File: src/hw/rtl/pgig_pkg.sv
// Shared types, widths and segment tables of the periodic ghost index generator.
package pgig_pkg;

	localparam int LIVE_W    = 9;
	localparam int GHOST_W   = 4;
	localparam int CFG_W     = 9;
	localparam int CFG_IDX_W = 3;
	localparam int CW        = 10;
	localparam int IDX_W     = 25;
	localparam int SEG_W     = 4;
	localparam int MEM_W     = 3;
	localparam int GRP_W     = 4;
	localparam int NUM_AXES  = 3;

	localparam int DEF_MAX_LIVE  = 256;
	localparam int DEF_MAX_GHOST = 8;

	localparam logic [LIVE_W-1:0]  RST_LIVE  = LIVE_W'(16);
	localparam logic [GHOST_W-1:0] RST_GHOST = GHOST_W'(1);

	localparam int NUM_SEG = 10;
	localparam logic [SEG_W-1:0] FIRST_HIGH_SEG   = SEG_W'(3);
	localparam logic [SEG_W-1:0] FIRST_CORNER_SEG = SEG_W'(6);
	localparam logic [SEG_W-1:0] LAST_SEG         = SEG_W'(NUM_SEG - 1);

	// bit a set: axis a walks ghost offsets in that segment
	localparam logic [NUM_AXES-1:0] SEG_AXES [NUM_SEG] = '{
		3'd1, 3'd2, 3'd4, 3'd1, 3'd2, 3'd4, 3'd7, 3'd6, 3'd5, 3'd3
	};
	localparam logic [GRP_W-1:0] SEG_GROUP [NUM_SEG] = '{
		4'd1, 4'd1, 4'd1, 4'd1, 4'd1, 4'd1, 4'd8, 4'd4, 4'd4, 4'd4
	};

	typedef enum logic [CFG_IDX_W-1:0] {
		REG_LIVE_X      = 3'd0,
		REG_LIVE_Y      = 3'd1,
		REG_LIVE_Z      = 3'd2,
		REG_GHOST_WIDTH = 3'd3
	} cfg_reg_t;

	typedef struct packed {
		logic [NUM_AXES-1:0][LIVE_W-1:0] n;
		logic [GHOST_W-1:0]              g;
	} cfg_t;

	typedef struct packed {
		logic [NUM_AXES-1:0][CW-1:0] c;
		logic [NUM_AXES-1:0]         ghost;
		logic [NUM_AXES-1:0]         high;
		logic                        last;
	} pos_t;

	typedef struct packed {
		logic restart;
		logic advance;
	} walk_cmd_t;

	typedef struct packed {
		logic capture;
		logic rem_step;
		logic mul1;
		logic load;
	} dp_cmd_t;

	typedef struct packed {
		logic slot_free;
	} dp_sts_t;

endpackage

File: src/hw/rtl/periodic_ghost_index_generator.sv
// Top level: configuration registers, size clamping and block wiring.
//
//  channel  | handshake            | payload
//  ---------+----------------------+------------------------------------------
//  input    | in_valid / in_ready  | restart
//  output   | out_valid / out_ready| ghost_index, source_index, last_pair
//  config   | cfg_we               | cfg_index, cfg_data
//
// One pair per input transaction; a new transaction is not accepted until the
// pair of the last one has been loaded into the output register.
// The work is done by the 4-step remainder unit (one offset bit per cycle,
// three axis lanes in parallel) and the two index multiply stages.
// Reset: sizes 16 x 16 x 16, ghost width 1, sequence at the first pair.
// A held output stalls the block: the finished pair waits in the last multiply
// stage until the output register frees, and in_ready stays low until then.
module periodic_ghost_index_generator #(
	parameter int MAX_LIVE  = pgig_pkg::DEF_MAX_LIVE,
	parameter int MAX_GHOST = pgig_pkg::DEF_MAX_GHOST
) (
	input  logic                               clk,
	input  logic                               arst_n,
	input  logic                               in_valid,
	output logic                               in_ready,
	input  logic                               restart,
	output logic                               out_valid,
	input  logic                               out_ready,
	output logic [pgig_pkg::IDX_W-1:0]         ghost_index,
	output logic [pgig_pkg::IDX_W-1:0]         source_index,
	output logic                               last_pair,
	input  logic                               cfg_we,
	input  logic [pgig_pkg::CFG_IDX_W-1:0]     cfg_index,
	input  logic [pgig_pkg::CFG_W-1:0]         cfg_data
);
	import pgig_pkg::*;

	logic [NUM_AXES-1:0][LIVE_W-1:0] live_q;
	logic [GHOST_W-1:0]              ghost_width_q;
	logic                            cfg_restart;
	logic                            cfg_restart_q;
	cfg_t                            cfg;
	pos_t                            pos;
	walk_cmd_t                       walk_cmd;
	dp_cmd_t                         dp_cmd;
	dp_sts_t                         dp_sts;

	always_ff @(posedge clk or negedge arst_n) begin
		if (!arst_n) begin
			live_q        <= {NUM_AXES{RST_LIVE}};
			ghost_width_q <= RST_GHOST;
		end else if (cfg_we) begin
			unique case (cfg_index)
				REG_LIVE_X:      live_q[0]     <= cfg_data[LIVE_W-1:0];
				REG_LIVE_Y:      live_q[1]     <= cfg_data[LIVE_W-1:0];
				REG_LIVE_Z:      live_q[2]     <= cfg_data[LIVE_W-1:0];
				REG_GHOST_WIDTH: ghost_width_q <= cfg_data[GHOST_W-1:0];
				default: ;
			endcase
		end
	end

	assign cfg_restart = cfg_we && (cfg_index == REG_LIVE_X || cfg_index == REG_LIVE_Y
		|| cfg_index == REG_LIVE_Z || cfg_index == REG_GHOST_WIDTH);

	// restart in the cycle after the write so the walker starts from the new sizes
	always_ff @(posedge clk or negedge arst_n) begin
		if (!arst_n)
			cfg_restart_q <= 1'b0;
		else
			cfg_restart_q <= cfg_restart;
	end

	always_comb begin
		for (int a = 0; a < NUM_AXES; a++) begin
			priority if (live_q[a] == '0)
				cfg.n[a] = LIVE_W'(1);
			else if (32'(live_q[a]) > 32'(MAX_LIVE))
				cfg.n[a] = LIVE_W'(MAX_LIVE);
			else
				cfg.n[a] = live_q[a];
		end
		priority if (ghost_width_q == '0)
			cfg.g = GHOST_W'(1);
		else if (32'(ghost_width_q) > 32'(MAX_GHOST))
			cfg.g = GHOST_W'(MAX_GHOST);
		else
			cfg.g = ghost_width_q;
	end

	pgig_ctrl u_ctrl (
		.clk         (clk),
		.arst_n      (arst_n),
		.in_valid    (in_valid),
		.in_ready    (in_ready),
		.restart     (restart),
		.cfg_restart (cfg_restart_q),
		.dp_sts      (dp_sts),
		.walk_cmd    (walk_cmd),
		.dp_cmd      (dp_cmd)
	);

	pgig_walk u_walk (
		.clk    (clk),
		.arst_n (arst_n),
		.cfg    (cfg),
		.cmd    (walk_cmd),
		.pos    (pos)
	);

	pgig_dp u_dp (
		.clk          (clk),
		.arst_n       (arst_n),
		.cfg          (cfg),
		.pos          (pos),
		.cmd          (dp_cmd),
		.sts          (dp_sts),
		.out_valid    (out_valid),
		.out_ready    (out_ready),
		.ghost_index  (ghost_index),
		.source_index (source_index),
		.last_pair    (last_pair)
	);

endmodule

File: src/hw/rtl/pgig_walk.sv
// Position walker: segment, ghost offsets and group member of the next pair.
module pgig_walk (
	input  logic                clk,
	input  logic                arst_n,
	input  pgig_pkg::cfg_t      cfg,
	input  pgig_pkg::walk_cmd_t cmd,
	output pgig_pkg::pos_t      pos
);
	import pgig_pkg::*;

	logic [SEG_W-1:0]            seg_q;
	logic [NUM_AXES-1:0][CW-1:0] cnt_q;
	logic [MEM_W-1:0]            mem_q;

	logic [NUM_AXES-1:0]         axes;
	logic [NUM_AXES-1:0]         axes_nxt;
	logic [GRP_W-1:0]            grp;
	logic [SEG_W-1:0]            seg_nxt;
	logic [NUM_AXES-1:0][CW-1:0] lo;
	logic [NUM_AXES-1:0][CW-1:0] lo_nxt;
	logic [NUM_AXES-1:0][CW-1:0] lo_first;
	logic [NUM_AXES-1:0]         wrap;
	logic                        grp_done;
	logic [MEM_W-1:0]            sides;
	logic [1:0]                  bit_idx [NUM_AXES];

	always_comb begin
		axes     = SEG_AXES[seg_q];
		grp      = SEG_GROUP[seg_q];
		seg_nxt  = (seg_q == LAST_SEG) ? '0 : seg_q + SEG_W'(1);
		axes_nxt = SEG_AXES[seg_nxt];
		grp_done = ({1'b0, mem_q} + GRP_W'(1)) >= grp;
		for (int a = 0; a < NUM_AXES; a++) begin
			lo[a]       = axes[a] ? '0 : CW'(cfg.g);
			lo_nxt[a]   = axes_nxt[a] ? '0 : CW'(cfg.g);
			lo_first[a] = SEG_AXES[0][a] ? '0 : CW'(cfg.g);
			wrap[a]     = ({1'b0, cnt_q[a]} + (CW+1)'(1)) >=
				(axes[a] ? (CW+1)'(cfg.g) : (CW+1)'(cfg.n[a]) + (CW+1)'(cfg.g));
		end
		priority if (seg_q < FIRST_HIGH_SEG)
			sides = '0;
		else if (seg_q < FIRST_CORNER_SEG)
			sides = MEM_W'(1);
		else
			sides = mem_q;
		bit_idx[0] = 2'd0;
		bit_idx[1] = {1'b0, axes[0]};
		bit_idx[2] = 2'({1'b0, axes[0]} + {1'b0, axes[1]});
		for (int a = 0; a < NUM_AXES; a++) begin
			pos.high[a] = sides[bit_idx[a]];
		end
		pos.c     = cnt_q;
		pos.ghost = axes;
		pos.last  = (seg_q == LAST_SEG) && grp_done && (&wrap);
	end

	always_ff @(posedge clk or negedge arst_n) begin
		if (!arst_n) begin
			seg_q    <= '0;
			cnt_q[0] <= '0;
			cnt_q[1] <= CW'(RST_GHOST);
			cnt_q[2] <= CW'(RST_GHOST);
			mem_q    <= '0;
		end else if (cmd.restart) begin
			seg_q <= '0;
			cnt_q <= lo_first;
			mem_q <= '0;
		end else if (cmd.advance) begin
			if (!grp_done) begin
				mem_q <= mem_q + MEM_W'(1);
			end else begin
				mem_q <= '0;
				if (!wrap[0]) begin
					cnt_q[0] <= cnt_q[0] + CW'(1);
				end else if (!wrap[1]) begin
					cnt_q[0] <= lo[0];
					cnt_q[1] <= cnt_q[1] + CW'(1);
				end else if (!wrap[2]) begin
					cnt_q[0] <= lo[0];
					cnt_q[1] <= lo[1];
					cnt_q[2] <= cnt_q[2] + CW'(1);
				end else begin
					seg_q <= seg_nxt;
					cnt_q <= lo_nxt;
				end
			end
		end
	end

	a_seg_range: assert property (@(posedge clk) disable iff (!arst_n)
		seg_q < SEG_W'(NUM_SEG))
		else $error("segment out of range");

	a_mem_range: assert property (@(posedge clk) disable iff (!arst_n)
		{1'b0, mem_q} < SEG_GROUP[seg_q])
		else $error("group member beyond group size");

endmodule

File: src/hw/rtl/pgig_dp.sv
// Datapath: per-axis remainder lanes, index multiply stages and output register.
module pgig_dp (
	input  logic                   clk,
	input  logic                   arst_n,
	input  pgig_pkg::cfg_t         cfg,
	input  pgig_pkg::pos_t         pos,
	input  pgig_pkg::dp_cmd_t      cmd,
	output pgig_pkg::dp_sts_t      sts,
	output logic                   out_valid,
	input  logic                   out_ready,
	output logic [pgig_pkg::IDX_W-1:0] ghost_index,
	output logic [pgig_pkg::IDX_W-1:0] source_index,
	output logic                   last_pair
);
	import pgig_pkg::*;

	localparam int M1_W = 2 * CW + 1;
	localparam int M2_W = 3 * CW + 2;

	logic [NUM_AXES-1:0][CW-1:0]      c_q;
	logic [NUM_AXES-1:0]              ghost_q;
	logic [NUM_AXES-1:0]              high_q;
	logic                             last_q;
	logic [NUM_AXES-1:0][GHOST_W-1:0] num_q;
	logic [NUM_AXES-1:0][GHOST_W-1:0] rem_q;
	logic [M1_W-1:0]                  tg_s1;
	logic [M1_W-1:0]                  ts_s1;
	logic                             out_valid_q;
	logic [IDX_W-1:0]                 gidx_q;
	logic [IDX_W-1:0]                 sidx_q;
	logic                             last_pair_q;

	logic [NUM_AXES-1:0][CW-1:0]      gc;
	logic [NUM_AXES-1:0][CW-1:0]      sc;
	logic [NUM_AXES-1:0][GHOST_W:0]   trial;
	logic [NUM_AXES-1:0][GHOST_W-1:0] num_init;
	logic [CW-1:0]                    px;
	logic [CW-1:0]                    py;
	logic [2*CW-1:0]                  mg1;
	logic [2*CW-1:0]                  ms1;
	logic [M2_W-1:0]                  sum_g;
	logic [M2_W-1:0]                  sum_s;

	always_comb begin
		px = CW'(cfg.n[0]) + (CW'(cfg.g) << 1);
		py = CW'(cfg.n[1]) + (CW'(cfg.g) << 1);
		for (int a = 0; a < NUM_AXES; a++) begin
			num_init[a] = pos.high[a] ? pos.c[a][GHOST_W-1:0]
				: cfg.g - GHOST_W'(1) - pos.c[a][GHOST_W-1:0];
			trial[a] = {rem_q[a], num_q[a][GHOST_W-1]};
			if (!ghost_q[a]) begin
				gc[a] = c_q[a];
				sc[a] = c_q[a];
			end else if (high_q[a]) begin
				gc[a] = CW'(cfg.n[a]) + CW'(cfg.g) + c_q[a];
				sc[a] = CW'(cfg.g) + CW'(rem_q[a]);
			end else begin
				gc[a] = c_q[a];
				sc[a] = CW'(cfg.n[a]) + CW'(cfg.g) - CW'(1) - CW'(rem_q[a]);
			end
		end
		mg1   = py * gc[2];
		ms1   = py * sc[2];
		sum_g = M2_W'(px) * M2_W'(tg_s1) + M2_W'(gc[0]);
		sum_s = M2_W'(px) * M2_W'(ts_s1) + M2_W'(sc[0]);
	end

	// remainder lanes: one numerator bit per step, all axes in parallel
	always_ff @(posedge clk) begin
		if (cmd.capture) begin
			c_q     <= pos.c;
			ghost_q <= pos.ghost;
			high_q  <= pos.high;
			last_q  <= pos.last;
			num_q   <= num_init;
			rem_q   <= '0;
		end else if (cmd.rem_step) begin
			for (int a = 0; a < NUM_AXES; a++) begin
				num_q[a] <= num_q[a] << 1;
				if (LIVE_W'(trial[a]) >= cfg.n[a])
					rem_q[a] <= GHOST_W'(LIVE_W'(trial[a]) - cfg.n[a]);
				else
					rem_q[a] <= GHOST_W'(trial[a]);
			end
		end
		if (cmd.mul1) begin
			tg_s1 <= {1'b0, mg1} + M1_W'(gc[1]);
			ts_s1 <= {1'b0, ms1} + M1_W'(sc[1]);
		end
		if (cmd.load) begin
			gidx_q      <= sum_g[IDX_W-1:0];
			sidx_q      <= sum_s[IDX_W-1:0];
			last_pair_q <= last_q;
		end
	end

	always_ff @(posedge clk or negedge arst_n) begin
		if (!arst_n)
			out_valid_q <= 1'b0;
		else if (cmd.load)
			out_valid_q <= 1'b1;
		else if (out_ready)
			out_valid_q <= 1'b0;
	end

	assign sts.slot_free = !out_valid_q || out_ready;
	assign out_valid     = out_valid_q;
	assign ghost_index   = gidx_q;
	assign source_index  = sidx_q;
	assign last_pair     = last_pair_q;

	a_load_free: assert property (@(posedge clk) disable iff (!arst_n)
		cmd.load |-> (!out_valid_q || out_ready))
		else $error("output register overwritten before transaction");

	a_rise_load: assert property (@(posedge clk) disable iff (!arst_n)
		$rose(out_valid_q) |-> $past(cmd.load))
		else $error("output valid without load");

endmodule

File: src/hw/rtl/pgig_ctrl.sv
// Controller: sequences capture, remainder steps, multiply stages and load.
module pgig_ctrl (
	input  logic                 clk,
	input  logic                 arst_n,
	input  logic                 in_valid,
	output logic                 in_ready,
	input  logic                 restart,
	input  logic                 cfg_restart,
	input  pgig_pkg::dp_sts_t    dp_sts,
	output pgig_pkg::walk_cmd_t  walk_cmd,
	output pgig_pkg::dp_cmd_t    dp_cmd
);
	import pgig_pkg::*;

	localparam int STEP_W = $clog2(GHOST_W);

	typedef enum logic [2:0] {
		ST_IDLE,
		ST_PREP,
		ST_REM,
		ST_MUL1,
		ST_MUL2
	} state_t;

	state_t            state_q;
	logic              ready_q;
	logic [STEP_W-1:0] step_q;
	logic              accept;

	assign accept   = in_valid && ready_q;
	assign in_ready = ready_q;

	always_comb begin
		walk_cmd.restart = (accept && restart) || cfg_restart;
		walk_cmd.advance = (state_q == ST_PREP);
		dp_cmd.capture   = (state_q == ST_PREP);
		dp_cmd.rem_step  = (state_q == ST_REM);
		dp_cmd.mul1      = (state_q == ST_MUL1);
		dp_cmd.load      = (state_q == ST_MUL2) && dp_sts.slot_free;
	end

	always_ff @(posedge clk or negedge arst_n) begin
		if (!arst_n) begin
			state_q <= ST_IDLE;
			ready_q <= 1'b1;
			step_q  <= '0;
		end else begin
			unique case (state_q)
				ST_IDLE: begin
					if (accept) begin
						state_q <= ST_PREP;
						ready_q <= 1'b0;
					end
				end
				ST_PREP: begin
					state_q <= ST_REM;
					step_q  <= '0;
				end
				ST_REM: begin
					step_q <= step_q + STEP_W'(1);
					if (step_q == STEP_W'(GHOST_W - 1))
						state_q <= ST_MUL1;
				end
				ST_MUL1: begin
					state_q <= ST_MUL2;
				end
				ST_MUL2: begin
					if (dp_sts.slot_free) begin
						state_q <= ST_IDLE;
						ready_q <= 1'b1;
					end
				end
				default: begin
					state_q <= ST_IDLE;
					ready_q <= 1'b1;
				end
			endcase
		end
	end

	a_accept_prep: assert property (@(posedge clk) disable iff (!arst_n)
		accept |=> (state_q == ST_PREP) && !ready_q)
		else $error("transaction accepted without starting work");

endmodule

File: config.mk
export PLATFORM = sky130hd
export DESIGN_NAME = periodic_ghost_index_generator
export DESIGN_NICKNAME = d
export VERILOG_FILES = /design/src/hw/rtl/pgig_pkg.sv /design/src/hw/rtl/periodic_ghost_index_generator.sv /design/src/hw/rtl/pgig_walk.sv /design/src/hw/rtl/pgig_dp.sv /design/src/hw/rtl/pgig_ctrl.sv
export SDC_FILE = /design/constraint.sdc
export NUM_CORES = 2
export LEC_CHECK = 0
export ABC_AREA = 1
export BUFFER_PORTS_ARGS = -buffer_cell sky130_fd_sc_hd__buf_4
export CORE_ASPECT_RATIO = 0.9
export CORE_UTILIZATION = 45
export CTS_BUF_LIST = sky130_fd_sc_hd__clkbuf_2
export CTS_CLUSTER_SIZE = 16
export DETAILED_ROUTE_END_ITERATION = 8
export PLACE_DENSITY_LB_ADDON = 0.3
export RECOVER_POWER = 50
export SLEW_MARGIN = 10
export SYNTH_ARGS = -nofsm -noshare
export SYNTH_HDL_FRONTEND = slang
export SYNTH_HIERARCHICAL = 1
export SYNTH_SLANG_ARGS = --single-unit
File: constraint.sdc
create_clock -name clk -period 9.4 [get_ports clk]
set_input_delay 1.88 -clock clk [delete_from_list [all_inputs] [get_ports clk]]
set_output_delay 1.88 -clock clk [all_outputs]
set_load 0.02 [all_outputs]
==> results by stage <==
Timing:
- Dividing the final minimum period by the clock period gives between 80% and 90%.
- The clock skew is between 100 and 150 ps.
- The final number of hold-violating endpoints is 0.
- Counting I/O delays and the setup requirement, the final critical path takes 8330 ps.
- Measured against its own limit, the worst slew margin works out to -187%.
- The number of pins exceeding their max-slew limit in the final report was approximately 230.
- Based on the critical path, the design can be clocked at up to 120 MHz.
- Setup violations remaining at the end of the flow were counted as 0.
- Adding up every negative setup slack in the final design gives 0 ps.
- Setup repair after global routing left no endpoint under its margin.
- For the pin with the worst max-slew slack, the measured transition is between 4000 and 5000 ps.

Floorplanning:
- The effective utilization at floorplan is between 40% and 50%.
- The number of rows in the core area is between 90 and 100.
- From bottom edge to top edge, the die measures 271 um.
- The die extent in x is 301 um.
- The die covers approximately 80,000 um^2.
- The core region area is between 70,000 and 80,000 um^2.
- During I/O placement, the number of pins put on the boundary was between 70 and 80.

Synthesis:
- The count of synthesis-stage warnings from yosys is 6.
- The cell area that synthesis handed to floorplanning was 36,200 um^2.
- The number of instances in the synthesized netlist is around 4.6k.
- The share of synthesized area in the top cell type comes to around 26%.
- By area the synthesized netlist is led by fa_1 26%, ha_1 13%, edfxtp_1 12%, nand2_1 10%, inv_1 9.4%.
- Sequential elements use 17.7% of the synthesized area.
- Averaged over all synthesized cells, the footprint is roughly 8.0 um^2.
- In the synthesized netlist the dominant register cell turns out to be edfxtp_1.
- The leading area contributor after synthesis is fa_1.
- After synthesis the netlist holds a flip-flop and latch count of 230.
- The post-synthesis net count is around 5.4k.
- In the synthesized netlist the async set-or-reset flop fraction comes to around a third.
- In this run, distinct cell masters in the synthesized netlist total slightly below 70.
- The number of enable flip-flop cells after synthesis is approximately 140.

Setup path:
- The type of the setup path with the least slack is reg -> reg.
- The most critical setup path has its endpoint at u_dp/tg_s1[18].
- For this run, the slowest stage of the critical path takes roughly 520 ps.
- The count of buffer and inverter cells on the critical path is 6.
- The startpoint of the worst setup timing path is ghost_width_q[1].
- The instance count on the critical path is 37.
- The family of cells with the greatest summed delay on the critical path is adder cells.
- The data arrival time at the worst-slack endpoint is 9080 ps.
- The worst flop-to-flop path endpoint is u_dp/tg_s1[18].
- The sort of element at the end of the critical path is a register.
- In this run the critical register-to-register path is launched from ghost_width_q[1].
- On the critical path, the stage with the largest delay is an instance of o21a_1.
- The flop-to-flop setup slack is roughly 1100 ps.
- Along the worst path, the maximum fanout reaches 8.
- For the worst setup path, the data required time is 10,150 ps.
- The depth of the worst register-to-register path is 37.
- The worst setup path is launched from a register.

Job:
- Across the run, the number of max-cap violations was 4.

Detailed routing:
- After detailed routing, the number of remaining DRC violations is 14.
- After detailed routing, the average wire length per cell comes to 16.7 um.
- The overall via count from detail_route is 29.6k.
- The detail-routed via count per cell is ~5.2.
- The initial detailed-routing violation count is roughly 2.3k.
- The routed design has roughly 96,000 um of wire.
- The remaining number of nets flagged by the antenna check after routing is 0.
- Before antenna repair, the detailed router went through 8 iterations.

CTS:
- The number of hold buffers added after cts is 0.
- The number of resized instances in the post-cts repair step is 0.
- Clock tree synthesis inserted a total of 66 buffers.
- For the worst-skew pair, the clock arrives at the later sink with an insertion delay of 1100 ps.
- TritonCTS built the clock tree.
- The maximum level of the CTS H-tree is 3.
- The CTS clock-pin slew for the worst setup and hold paths is ~100 ps.
- The total clock sinks is 230.
- The setup fix buffers added after clock tree synthesis is 0.
- The number of buffers on the longest clock path is 3.
- The root cell of the clock tree is clkbuf_2.

GRT:
- The number of global-route vias before repair is slightly below 30k.
- The total congestion overflow after global routing is 0.
- The first global-routing pass estimated between 150,000 and 200,000 um of wire.
- Global routing used 24.0% of the available tracks across all layers.
- The maximum number of pins on one net before global-route repair is slightly below 80.
- The number of antenna violations at the first check in global routing was 3.

Finish:
- The final layout contains roughly 5.5k nets.
- Excluding fillers, the count of instances in the completed layout stands at approximately 5.7k.
- The top cell types in the final layout, fill and taps aside, are 984 x nand2_1, 904 x inv_1, 463 x fa_1.
- The area growth from synthesis to layout is 5.86%.
- Across the whole layout, storage elements account for between 6000 and 7000 um^2.
- The count of filler cells inserted in the layout is between 7k and 8k.
- The library cell used most frequently in the layout, excluding fill and tap cells, is nand2_1.
- The ratio of cells with drive above 1 in the final layout is under 10%.
- The area of the multi-input gates is about 26,000 um^2.

Placement:
- The estimated wirelength of the detail-placed design is a little under 80,000 um.
- After detailed placement, the design holds a cell count of 5,602.
- The final weighted congestion in routability-driven placement is ~0.9.
- The number of buffers added on ports is 70.

Min path:
- The cell depth of the worst hold path is 0.
- The type of the most critical hold path is reg -> reg.

Run status:
- The run finished, with violations left.
- The final reports fail on design-rule violations, max-capacitance violations, max-slew violations.
## through the flow
step | setup slack (ps) | hold WS (ps) | utilization, % | cell area [um^2]
after floorplan | 1570 | 400 | - | 36200
after global placement | 1340 | 402 | 47.6 | 37900
after detailed placement | 1180 | 406 | 47.6 | 37900
after CTS | 1090 | 426 | 48.4 | 38500
after global routing | 448 | 429 | 48.2 | 38400
final | 1070 | 427 | 48.2 | 38400
## synth_stat cells (16+ instances only)
library cell,instances
dfrtp_1,69
a21o_1,16
clkbuf_1,65
o21ai_1,31
a21oi_1,193
inv_1,904
nand2_1,984
o21ai_0,181
xnor2_1,54
nand3_1,168
nor2_1,442
nand2_2,20
ha_1,391
xor2_1,101
fa_1,463
nand4_1,43
edfxtp_1,142
inv_2,16
## per-layer routing
metal | GRT usage, % | vias up | part of all wire, %
met5 | 0 | - | 0
met4 | 7.76 | 0 | 2.9
met3 | 3.84 | 163 | 6.9
met2 | 38.0 | 945 | 45
met1 | 33.3 | 14166 | 46
li1 | - | 14365 | -
## sequential cells by signal (all words and copies together), names as in the netlist
name               cells
u_dp/last_pair         1
u_ctrl/in_ready        1
u_dp/c_q              30
ghost_width_q          4
u_dp/last_q            1
u_dp/tg_s1            21
u_dp/source_index     25
u_dp/ts_s1            21
cfg_restart_q          1
live_q                27
u_dp/high_q            3
u_dp/ghost_index      25
u_dp/ghost_q           3
u_ctrl/step_q          2
u_ctrl/state_q         3
u_walk/pos            30
u_walk/seg_q           4
u_dp/rem_q            12
u_walk/mem_q           3
u_dp/num_q            12
u_dp/out_valid         1
## kinds of logic (layout without fill, tap and decap cells)
kind of cell,after synthesis,count (layout),share of synthesized area (%)
and+or+nand+nor,1750,1750,20.3
adders and majority gates,854,854,39.1
AOI/OAI and AO/OA,528,528,8.18
xor gates and xnor gates,156,156,3.79
buffers and inverters,1037,1150,11.0
other,0,3,0
DFF,230,230,17.7
## worst min path at each step
stage                            from             end  slack (ps)
final                     u_dp/last_q  u_dp/last_pair         430
after global routing      u_dp/last_q  u_dp/last_pair         430
after CTS                 u_dp/last_q  u_dp/last_pair         430
after detailed placement  u_dp/last_q  u_dp/last_pair         410
after global placement    u_dp/last_q  u_dp/last_pair         400
after floorplan           u_dp/last_q  u_dp/last_pair         400
## layout make-up
type / count / share of cell area (%)
antenna: 3 / 0.0196
clock buffer: 99 / 1.29
clock inverter: 17 / 0.320
inverter: 928 / 9.09
multi-input combinational: 3288 / 67.1
sequential: 230 / 16.7
tap: 1050 / 3.42
timing repair buffer: 106 / 2.02
Power is left out: the tool's default activity adds up to more than one toggle a clock period on the data nets, which glitch-free logic cannot reach.
